## config.mk

```make
export PLATFORM = sky130hd
export DESIGN_NAME = graph6_adjacency_decoder
export DESIGN_NICKNAME = d
export VERILOG_FILES = /design/src/design/gad_pkg.sv /design/src/design/graph6_adjacency_decoder.sv /design/src/design/gad_front.sv /design/src/design/gad_fifo.sv /design/src/design/gad_back.sv
export VERILOG_INCLUDE_DIRS = /design/src /design/src/design
export SDC_FILE = /design/constraint.sdc
export NUM_CORES = 1
export LEC_CHECK = 0
export CAP_MARGIN = 20
export CORE_MARGIN = 10
export CORE_UTILIZATION = 60
export CTS_BUF_LIST = sky130_fd_sc_hd__clkbuf_8 sky130_fd_sc_hd__clkbuf_16
export DETAILED_ROUTE_END_ITERATION = 8
export DONT_BUFFER_PORTS = 1
export PLACE_DENSITY = 0.87
export SLEW_MARGIN = 15
export SYNTH_ARGS = -nofsm -noshare
export SYNTH_HDL_FRONTEND = slang
export SYNTH_SLANG_ARGS = --single-unit
export TNS_END_PERCENT = 100
```

## constraint.sdc

```tcl
create_clock -name clk -period 17.03 [get_ports clk]
set_input_delay 0.8515 -clock clk [delete_from_list [all_inputs] [get_ports clk]]
set_output_delay 0.8515 -clock clk [all_outputs]
set_load 0.02 [all_outputs]
```

## src/design/assert_macros.svh

```systemverilog
// Shared assertion helpers for the graph6 decoder.
// AST_CHK checks a clocked property outside reset.
// AST_NEVER checks that an expression is never true outside reset.
`ifndef ASSERT_MACROS_SVH
`define ASSERT_MACROS_SVH
`define AST_CHK(lbl, clk, rst_n, prop, msg) \
	lbl: assert property (@(posedge clk) disable iff (!rst_n) prop) else $error(msg);
`define AST_NEVER(lbl, clk, rst_n, expr, msg) \
	`AST_CHK(lbl, clk, rst_n, !(expr), msg)
`endif

```

## src/design/gad_pkg.sv

```systemverilog
`default_nettype none
package gad_pkg;
	// Field widths and defaults.
	localparam int VC_W          = 18;
	localparam int MAX_VERTS_DEF = 64;
	localparam int QDEPTH        = 4;

	// Printable graph6 range and the long header mark.
	localparam logic [7:0] BYTE_LO = 8'd63;
	localparam logic [7:0] BYTE_HI = 8'd126;
	localparam logic [7:0] TILDE   = 8'd126;

	// Result kinds on the output channel.
	localparam logic [1:0] KIND_COUNT = 2'd0;
	localparam logic [1:0] KIND_EDGE  = 2'd1;
	localparam logic [1:0] KIND_ERROR = 2'd2;

	// Work items passed from the front end to the walker.
	typedef enum logic [1:0] {
		ENT_COUNT,
		ENT_ERROR,
		ENT_DATA,
		ENT_BAD
	} ent_kind_t;

	typedef struct packed {
		ent_kind_t        kind;
		logic [VC_W-1:0]  data;
	} gad_ent_t;
endpackage
`default_nettype wire

```

## src/design/graph6_adjacency_decoder.sv

```systemverilog
// graph6 adjacency decoder.
// Input channel: one character of graph6 text per beat on data_byte, with
// start_flag set on the first character of each string. byte_stall rises only
// when the four-entry work queue is full; otherwise a beat is taken every cycle.
// Output channel: one result per beat: a vertex count, an edge (row above col)
// or an error, with last marking the final result caused by one input byte.
// A count or error item passes through the work queue and then the result
// register before it is presented; an edge also passes through the walker.
// Count and error items leave the queue at one per cycle while the result
// register is free. The edge walker loads a data byte's triangle mask when
// it pops the byte and then steps through its six bits, taking no new byte
// until the last bit is done; it gives at most one edge per cycle.
// Reset clears the parser, the queue and the output register; bytes before
// the first start flag are dropped. When res_stall is high the result register
// holds its beat, the walker waits and the queue fills, and after that
// byte_stall holds off the sender. No result is lost or repeated.
`default_nettype none
module graph6_adjacency_decoder #(
	parameter int MAX_VERTS = gad_pkg::MAX_VERTS_DEF
) (
	input  logic                     clk,
	input  logic                     arst_n,
	input  logic                     byte_valid,
	output logic                     byte_stall,
	input  logic [7:0]               data_byte,
	input  logic                     start_flag,
	output logic                     res_valid,
	input  logic                     res_stall,
	output logic [1:0]               kind,
	output logic [gad_pkg::VC_W-1:0] vertex_count,
	output logic [5:0]               row,
	output logic [5:0]               col,
	output logic                     last
);
	import gad_pkg::*;

	logic     q_full, q_empty, q_push, q_pop;
	gad_ent_t push_ent, pop_ent;

	assign byte_stall = q_full;

	// Header parser and byte classifier.
	gad_front #(.MAX_VERTS(MAX_VERTS)) u_front (
		.clk        (clk),
		.arst_n     (arst_n),
		.byte_valid (byte_valid),
		.q_full     (q_full),
		.data_byte  (data_byte),
		.start_flag (start_flag),
		.push       (q_push),
		.push_ent   (push_ent)
	);

	// Work queue between parser and walker.
	gad_fifo u_fifo (
		.clk      (clk),
		.arst_n   (arst_n),
		.push     (q_push),
		.push_ent (push_ent),
		.full     (q_full),
		.pop      (q_pop),
		.pop_ent  (pop_ent),
		.empty    (q_empty)
	);

	// Triangle walker and result register.
	gad_back #(.MAX_VERTS(MAX_VERTS)) u_back (
		.clk          (clk),
		.arst_n       (arst_n),
		.q_empty      (q_empty),
		.q_ent        (pop_ent),
		.q_pop        (q_pop),
		.res_valid    (res_valid),
		.res_stall    (res_stall),
		.kind         (kind),
		.vertex_count (vertex_count),
		.row          (row),
		.col          (col),
		.last         (last)
	);
endmodule
`default_nettype wire

```

## src/design/gad_front.sv

```systemverilog
`default_nettype none
module gad_front #(
	parameter int MAX_VERTS = gad_pkg::MAX_VERTS_DEF
) (
	input  logic              clk,
	input  logic              arst_n,
	input  logic              byte_valid,
	input  logic              q_full,
	input  logic [7:0]        data_byte,
	input  logic              start_flag,
	output logic              push,
	output gad_pkg::gad_ent_t push_ent
);
	import gad_pkg::*;

	typedef enum logic [5:0] {
		ST_IDLE = 6'b000001,
		ST_HDR0 = 6'b000010,
		ST_HDR1 = 6'b000100,
		ST_HDR2 = 6'b001000,
		ST_HDR3 = 6'b010000,
		ST_DATA = 6'b100000
	} fst_t;

	fst_t            state_q, state_d, eff_state;
	logic [VC_W-1:0] acc_q, acc_d;
	logic [VC_W-1:0] n_cand;
	logic            count_hit;
	logic            accept;
	logic            bad;
	logic [5:0]      v6;

	assign accept = byte_valid && !q_full;
	assign bad    = (data_byte < BYTE_LO) || (data_byte > BYTE_HI);
	assign v6     = 6'(data_byte - BYTE_LO);

	// Header parsing and classification of each accepted beat.
	always_comb begin
		state_d   = state_q;
		acc_d     = acc_q;
		push      = 1'b0;
		push_ent  = '{kind: ENT_DATA, data: '0};
		n_cand    = '0;
		count_hit = 1'b0;
		eff_state = start_flag ? ST_HDR0 : state_q;
		if (accept) begin
			state_d = eff_state;
			if (eff_state != ST_IDLE && bad) begin
				push = 1'b1;
				push_ent.kind = (eff_state == ST_DATA) ? ENT_BAD : ENT_ERROR;
				state_d = ST_IDLE;
			end else begin
				case (eff_state)
					ST_IDLE: begin
					end
					ST_HDR0: begin
						if (data_byte == TILDE) begin
							acc_d   = '0;
							state_d = ST_HDR1;
						end else begin
							n_cand    = {12'b0, v6};
							count_hit = 1'b1;
						end
					end
					ST_HDR1: begin
						if (data_byte == TILDE) begin
							push          = 1'b1;
							push_ent.kind = ENT_ERROR;
							state_d       = ST_IDLE;
						end else begin
							acc_d   = {12'b0, v6};
							state_d = ST_HDR2;
						end
					end
					ST_HDR2: begin
						acc_d   = {acc_q[VC_W-7:0], v6};
						state_d = ST_HDR3;
					end
					ST_HDR3: begin
						n_cand    = {acc_q[VC_W-7:0], v6};
						count_hit = 1'b1;
					end
					ST_DATA: begin
						push          = 1'b1;
						push_ent.kind = ENT_DATA;
						push_ent.data = {12'b0, v6};
					end
					default: begin
						state_d = ST_IDLE;
					end
				endcase
			end
			// A complete header either reports the count or fails the size check.
			if (count_hit) begin
				push = 1'b1;
				if (n_cand > VC_W'(MAX_VERTS)) begin
					push_ent.kind = ENT_ERROR;
					state_d       = ST_IDLE;
				end else begin
					push_ent.kind = ENT_COUNT;
					push_ent.data = n_cand;
					state_d       = (n_cand < VC_W'(2)) ? ST_IDLE : ST_DATA;
				end
			end
		end
	end

	// Parser state.
	always_ff @(posedge clk or negedge arst_n) begin
		if (!arst_n) begin
			state_q <= ST_IDLE;
			acc_q   <= '0;
		end else begin
			state_q <= state_d;
			acc_q   <= acc_d;
		end
	end
endmodule
`default_nettype wire

```

## src/design/gad_fifo.sv

```systemverilog
`default_nettype none
`include "assert_macros.svh"
module gad_fifo (
	input  logic              clk,
	input  logic              arst_n,
	input  logic              push,
	input  gad_pkg::gad_ent_t push_ent,
	output logic              full,
	input  logic              pop,
	output gad_pkg::gad_ent_t pop_ent,
	output logic              empty
);
	import gad_pkg::*;

	localparam int AW = (QDEPTH > 1) ? $clog2(QDEPTH) : 1;
	localparam int CW = $clog2(QDEPTH + 1);

	gad_ent_t        ent_q [QDEPTH];
	logic [AW-1:0]   wr_q, rd_q;
	logic [CW-1:0]   cnt_q;

	assign full    = (cnt_q == CW'(QDEPTH));
	assign empty   = (cnt_q == '0);
	assign pop_ent = ent_q[rd_q];

	// Entry storage.
	always_ff @(posedge clk) begin
		if (push) begin
			ent_q[wr_q] <= push_ent;
		end
	end

	// Pointers and fill level.
	always_ff @(posedge clk or negedge arst_n) begin
		if (!arst_n) begin
			wr_q  <= '0;
			rd_q  <= '0;
			cnt_q <= '0;
		end else begin
			if (push) begin
				wr_q <= (wr_q == AW'(QDEPTH - 1)) ? '0 : wr_q + AW'(1);
			end
			if (pop) begin
				rd_q <= (rd_q == AW'(QDEPTH - 1)) ? '0 : rd_q + AW'(1);
			end
			if (push && !pop) begin
				cnt_q <= cnt_q + CW'(1);
			end else if (pop && !push) begin
				cnt_q <= cnt_q - CW'(1);
			end
		end
	end

	`AST_NEVER(a_fifo_overflow, clk, arst_n, push && full && !pop, "queue written while full")
	`AST_NEVER(a_fifo_underflow, clk, arst_n, pop && empty, "queue read while empty")
endmodule
`default_nettype wire

```

## src/design/gad_back.sv

```systemverilog
`default_nettype none
`include "assert_macros.svh"
module gad_back #(
	parameter int MAX_VERTS = gad_pkg::MAX_VERTS_DEF
) (
	input  logic                     clk,
	input  logic                     arst_n,
	input  logic                     q_empty,
	input  gad_pkg::gad_ent_t        q_ent,
	output logic                     q_pop,
	output logic                     res_valid,
	input  logic                     res_stall,
	output logic [1:0]               kind,
	output logic [gad_pkg::VC_W-1:0] vertex_count,
	output logic [5:0]               row,
	output logic [5:0]               col,
	output logic                     last
);
	import gad_pkg::*;

	localparam int RW = $clog2(MAX_VERTS + 1);
	localparam int SW = RW + 2;

	// Walk state.
	logic [RW-1:0] n_q, row_q, col_q;
	logic          done_q, busy_q;
	logic [2:0]    bit_q;
	logic [5:0]    v_q, in_q;

	// Output register.
	logic            res_valid_q;
	logic [1:0]      rkind_q;
	logic [VC_W-1:0] rcount_q;
	logic [5:0]      rrow_q, rcol_q;
	logic            rlast_q;

	logic            out_free;
	logic [SW-1:0]   row_x, col_x, n_x, s0, t1, t2, t3, sum;
	logic [2:0]      slots, k;
	logic [5:0]      mask;
	logic            needs_out;
	logic            w_emit, w_ins, w_adv, w_last, wrap;
	logic            step_mid;
	logic [5:0]      low;
	logic [RW-1:0]   col_inc;
	logic [RW+5:0]   row_ext, col_ext;
	logic            ld;
	logic [1:0]      ld_kind;
	logic [VC_W-1:0] ld_count;
	logic [5:0]      ld_row, ld_col;
	logic            ld_last;

	assign out_free = !res_valid_q || !res_stall;

	// Triangle slots left from the current position, saturated at seven.
	// Four rows are needed: starting from row one, three rows hold only six slots.
	always_comb begin
		row_x = {2'b0, row_q};
		col_x = {2'b0, col_q};
		n_x   = {2'b0, n_q};
		s0    = row_x - col_x;
		t1    = row_x + SW'(1);
		t2    = row_x + SW'(2);
		t3    = row_x + SW'(3);
		sum   = s0 + ((t1 < n_x) ? t1 : '0) + ((t2 < n_x) ? t2 : '0)
			+ ((t3 < n_x) ? t3 : '0);
		slots = (sum >= SW'(7)) ? 3'd7 : sum[2:0];
		k     = (slots == 3'd7) ? 3'd6 : slots;
		for (int p = 0; p < 6; p++) begin
			mask[5-p] = (3'(p) < k);
		end
	end

	// Bit step of the walker.
	assign w_emit   = busy_q && v_q[bit_q];
	assign w_ins    = in_q[bit_q];
	assign w_adv    = busy_q && (!w_emit || out_free);
	assign step_mid = busy_q && w_adv && (bit_q != 3'd0);
	assign low      = 6'((7'd1 << bit_q) - 7'd1);
	assign w_last   = ((v_q & low) == 6'd0);
	assign col_inc  = col_q + RW'(1);
	assign wrap     = (col_inc >= row_q);
	assign row_ext  = {6'b0, row_q};
	assign col_ext  = {6'b0, col_q};

	// Queue pop and output load selection.
	always_comb begin
		case (q_ent.kind)
			ENT_COUNT: needs_out = 1'b1;
			ENT_ERROR: needs_out = 1'b1;
			ENT_BAD:   needs_out = !done_q;
			ENT_DATA:  needs_out = 1'b0;
			default:   needs_out = 1'b0;
		endcase
		q_pop    = !busy_q && !q_empty && (!needs_out || out_free);
		ld       = 1'b0;
		ld_kind  = KIND_COUNT;
		ld_count = '0;
		ld_row   = '0;
		ld_col   = '0;
		ld_last  = 1'b1;
		if (q_pop) begin
			case (q_ent.kind)
				ENT_COUNT: begin
					ld       = 1'b1;
					ld_count = q_ent.data;
				end
				ENT_ERROR: begin
					ld      = 1'b1;
					ld_kind = KIND_ERROR;
				end
				ENT_BAD: begin
					ld      = !done_q;
					ld_kind = KIND_ERROR;
				end
				default: begin
				end
			endcase
		end else if (w_adv && w_emit) begin
			ld      = 1'b1;
			ld_kind = KIND_EDGE;
			ld_row  = row_ext[5:0];
			ld_col  = col_ext[5:0];
			ld_last = w_last;
		end
	end

	// Walker control and counters.
	always_ff @(posedge clk or negedge arst_n) begin
		if (!arst_n) begin
			n_q         <= '0;
			row_q       <= RW'(1);
			col_q       <= '0;
			done_q      <= 1'b1;
			busy_q      <= 1'b0;
			res_valid_q <= 1'b0;
		end else begin
			if (ld) begin
				res_valid_q <= 1'b1;
			end else if (!res_stall) begin
				res_valid_q <= 1'b0;
			end
			if (q_pop) begin
				case (q_ent.kind)
					ENT_COUNT: begin
						n_q    <= q_ent.data[RW-1:0];
						row_q  <= RW'(1);
						col_q  <= '0;
						done_q <= (q_ent.data < VC_W'(2));
					end
					ENT_ERROR: begin
						done_q <= 1'b1;
					end
					ENT_BAD: begin
						done_q <= 1'b1;
					end
					ENT_DATA: begin
						if (!done_q) begin
							busy_q <= 1'b1;
							done_q <= (slots != 3'd7);
						end
					end
					default: begin
					end
				endcase
			end else if (w_adv) begin
				if (w_ins) begin
					if (wrap) begin
						row_q <= row_q + RW'(1);
						col_q <= '0;
					end else begin
						col_q <= col_inc;
					end
				end
				if (bit_q == 3'd0) begin
					busy_q <= 1'b0;
				end
			end
		end
	end

	// Walk payload: the masked data bits and the bit position.
	always_ff @(posedge clk) begin
		if (q_pop) begin
			bit_q <= 3'd5;
			v_q   <= q_ent.data[5:0] & mask;
			in_q  <= mask;
		end else if (w_adv && bit_q != 3'd0) begin
			bit_q <= bit_q - 3'd1;
		end
	end

	// Result payload.
	always_ff @(posedge clk) begin
		if (ld) begin
			rkind_q  <= ld_kind;
			rcount_q <= ld_count;
			rrow_q   <= ld_row;
			rcol_q   <= ld_col;
			rlast_q  <= ld_last;
		end
	end

	assign res_valid    = res_valid_q;
	assign kind         = rkind_q;
	assign vertex_count = rcount_q;
	assign row          = rrow_q;
	assign col          = rcol_q;
	assign last         = rlast_q;

	`AST_CHK(a_walk_steps, clk, arst_n, step_mid |=> bit_q == $past(bit_q) - 3'd1, "walker skipped a bit")
	`AST_CHK(a_edge_order, clk, arst_n, w_emit |-> row_q > col_q, "edge column not below its row")
endmodule
`default_nettype wire
```

==> impl_metrics.toml <==
[run_status]
outcome = "finished clean"

[synth]
synth_edf_count = 125
synth_xor_area_frac = 0.0405
synth_top_family_by_area = "simple AND/OR/NAND/NOR gates"
synth_mux_area_frac = 0.0570
postSynthAreaPerCell_um2 = 12.2
ys.flop_type = "edfxtp_1"
synth_cells = 788
synth_simple_gate_area_frac = 0.131
synth_area_um2 = 9640
synth_fa_ha_area_frac = 0.113
synth_cell_types = 74
ys_seq_area_frac = 0.523
async_flop_share = 0.277
yosysWarnings = 0
ys_ff_latch = 177
synth-compound-area-share = 0.0953

[critical_path]
path_common_cell = "inv_1"
path_class = "register to register"
critPathTopFamily = "adder cells"
arrival_ns = 6.18
crit_chain = "inv_1 -> ha_1 -> inv_1 -> ha_1 -> a21boi_0 -> o21a_1 -> o21a_1 -> o21ai_0 -> a21o_1 -> nand3_1 -> nor2_1 -> fa_1 -> inv_1 -> fa_1 -> inv_1 -> ha_1 -> inv_1 -> fa_1 -> nand3b_1 -> o221ai_1 -> nor3_1 -> and4_1 -> nand2_1 -> or2_2"
cpPeakStageDelay_ns = 0.66
start_kind = "register"
cp.buffers_inverters = 5
cp_data_required_time_ns = 17.22
cp-end-kind = "register"
worst-path-max-fanout = 13
slowest_stage = "dfstp_2"

[detailed_routing]
met3_length_um = 1410
drt-wirelength-per-cell_um = 18.9
drcViolationCount = 0
wl_met2_um = 9830
num_vias = 6238
drt-met1-wl_um = 8270
dr.pass1.iters = 6
drtIter0Drc = 459
ant_nets = 0
top_layer = "met4"
via_per_inst = 5.86
wl_um = 20100

[clocking]
clock_latency_ns = 0.44
cts_max_path_buffers = 2
postCtsSetupBuffers = 0
cts.sinks = 177
cts_tree = "yes"
cts.reportedPaths.clkPinSlew_ns = 0.07
h-tree-depth = 4
cts_buffers = 17
clockRootBuffer = "clkbuf_16"
cts_resized = 0
hold_buffers = 0

[timing]
tightest_slew_ns = 1.01
fin_crit_sh = 0.352
timing.fmax_mhz = 167
rsz0062_at_grt = "no"
hold_violations = 0
timing.final.ws_setup_ns = 11.04
relSlewSlack = 0.324
fin_tns_setup_ns = 0
fin_worst_skew_ns = 0.00890
setup_viol = 0
layout_min_cycle_time_ns = 5.99
drv_slew = 0

[place]
gp_congestion = 0.945
place_area_um2 = 10000
post-dp-hpwl_um = 14500
portBuffers = 0
post-place-ws_ns = 11.11

[final_layout]
nNetsFinal = 926
finalInstanceArea_um2 = 10600
diodes = 0
drive_gt1_frac = 0.0920
mostFrequentLayoutCells = "edfxtp_1, inv_1, ha_1"
mostFrequentLayoutCell = "edfxtp_1"
synthToLayoutAreaGrowth_pct = 9.51

[grt]
grt-ovfl-total = 0
grt_antenna_before_repair = 0
track_usage = 0.187
grt_pass1_wl_um = 32000
grt_max_degree = 50
grt_pass1_vias = 6163

[floorplan]
num_rows = 46
start_util = 0.609
top_level_ports = 48
coreArea_um2 = 15800
fp.dieH_um = 147
dieWidth_um = 147
dieArea_um2 = 21500

[flow_run]
cap_viol_max_count = 0

[worst_hold_path]
hold_class = "input port to async pin"
==> cells by family (layout without fill, tap and decap cells) <==
group | count (synthesis) | count (layout)
compound gates | 131 | 131
xor+xnor | 43 | 43
fa+ha+maj | 77 | 77
buf+inv | 97 | 111
flops | 177 | 177
mux | 27 | 27
other cells | 1 | 47
simple gates | 235 | 235
==> worst register-to-register path: cells and delay by family, from the launching register on <==
family,cells,cell delay (ns)
AO/OA/AOI/OAI,6,0.92
adder cells (fa/ha/maj),6,2.29
flip-flops,1,0.66
buffers and inverters,5,0.43
AND/OR/NAND/NOR,7,1.43
==> area by class of cell <==
| class | count | area [µm²] |
|---|---|---|
| Clock buffer | 17 | 425 |
| Clock inverter | 14 | 91.3 |
| Multi-Input combinational cell | 560 | 4400 |
| Timing Repair Buffer | 5 | 45.0 |
| Fill cell | 1097 | 5270 |
| Tap cell | 216 | 270 |
| Sequential cell | 177 | 5040 |
| Inverter | 75 | 282 |
==> metrics by stage <==
step	hold WS [ns]	std cells	util
floorplan	0.449	834	-
detailed placement	0.465	1032	0.633
CTS	0.0942	1063	0.666
global route	0.0910	1064	0.667
global placement	0.462	1032	0.633
finish	0.106	1064	0.667
==> flip-flops by register name, indices dropped and copies added, names as in the netlist, 3 cells and up <==
name                 count
u_back.row               6
u_back.row_q             7
u_fifo.ent_q            80
u_back.bit_q             3
u_back.n_q               7
u_fifo.cnt_q             3
u_front.state_q          6
u_back.col_q             7
u_back.in_q              6
u_back.v_q               6
u_back.vertex_count     18
u_back.col               6
u_front.acc_q           12
==> synth_stat cells, types with 5 or more instances <==
| cell | n | area, µm² |
|---|---|---|
| o31ai_1 | 8 | 60.1 |
| nand2_1 | 53 | 199 |
| nand4_1 | 9 | 56.3 |
| dfrtp_1 | 46 | 1150 |
| a21o_1 | 13 | 97.6 |
| o22ai_1 | 6 | 37.5 |
| nor3_1 | 16 | 80.1 |
| ha_1 | 60 | 751 |
| and3_1 | 6 | 37.5 |
| o21ai_0 | 31 | 155 |
| a22o_1 | 6 | 52.6 |
| a21oi_1 | 13 | 65.1 |
| or3_1 | 5 | 31.3 |
| a211oi_1 | 5 | 37.5 |
| o21a_1 | 7 | 52.6 |
| a31oi_1 | 6 | 37.5 |
| nand3_1 | 16 | 80.1 |
| edfxtp_1 | 125 | 3750 |
| a21boi_0 | 5 | 37.5 |
| o21ai_1 | 5 | 25.0 |
| a32o_1 | 6 | 60.1 |
| and2_1 | 33 | 206 |
| xor2_1 | 14 | 123 |
| nor2_1 | 47 | 176 |
| inv_1 | 74 | 278 |
| nor4_1 | 8 | 50.1 |
| nand2b_1 | 8 | 50.1 |
| nor2b_1 | 8 | 50.1 |
| buf_2 | 6 | 30.0 |
| fa_1 | 17 | 340 |
| clkbuf_1 | 12 | 45.0 |
| xnor2_1 | 28 | 245 |
| mux4_2 | 22 | 495 |
==> routing by layer <==
layer | vias to the layer above | track usage
met3 | 39 | 0.0442
met4 | 0 | 0.0731
li1 | 2902 | -
met1 | 3053 | 0.235
met2 | 244 | 0.307
met5 | - | 0
==> path summary, 6_finish.rpt <==
kind	from	to	slack [ns]	cells past startpoint
min	arst_n	u_back.res_valid$_DFFE_PN0P_	0.11	0
min in group clk	u_back.n_q[1]$_DFFE_PN0P_	u_back.n_q[1]$_DFFE_PN0P_	0.48	1
max	u_back.row_q[0]$_DFFE_PN1P_	u_back.in_q[3]$_DFFE_PP_	11.04	24
min reg2reg	u_back.n_q[1]$_DFFE_PN0P_	u_back.n_q[1]$_DFFE_PN0P_	0.48	1
max reg2reg	u_back.row_q[0]$_DFFE_PN1P_	u_back.in_q[3]$_DFFE_PP_	11.04	24
max in group asynchronous	arst_n	u_front.state_q[0]$_DFFE_PN1P_	16.73	0
Power is left out: the tool's default activity adds up to more than one toggle a clock period on the data nets, which glitch-free logic cannot reach.
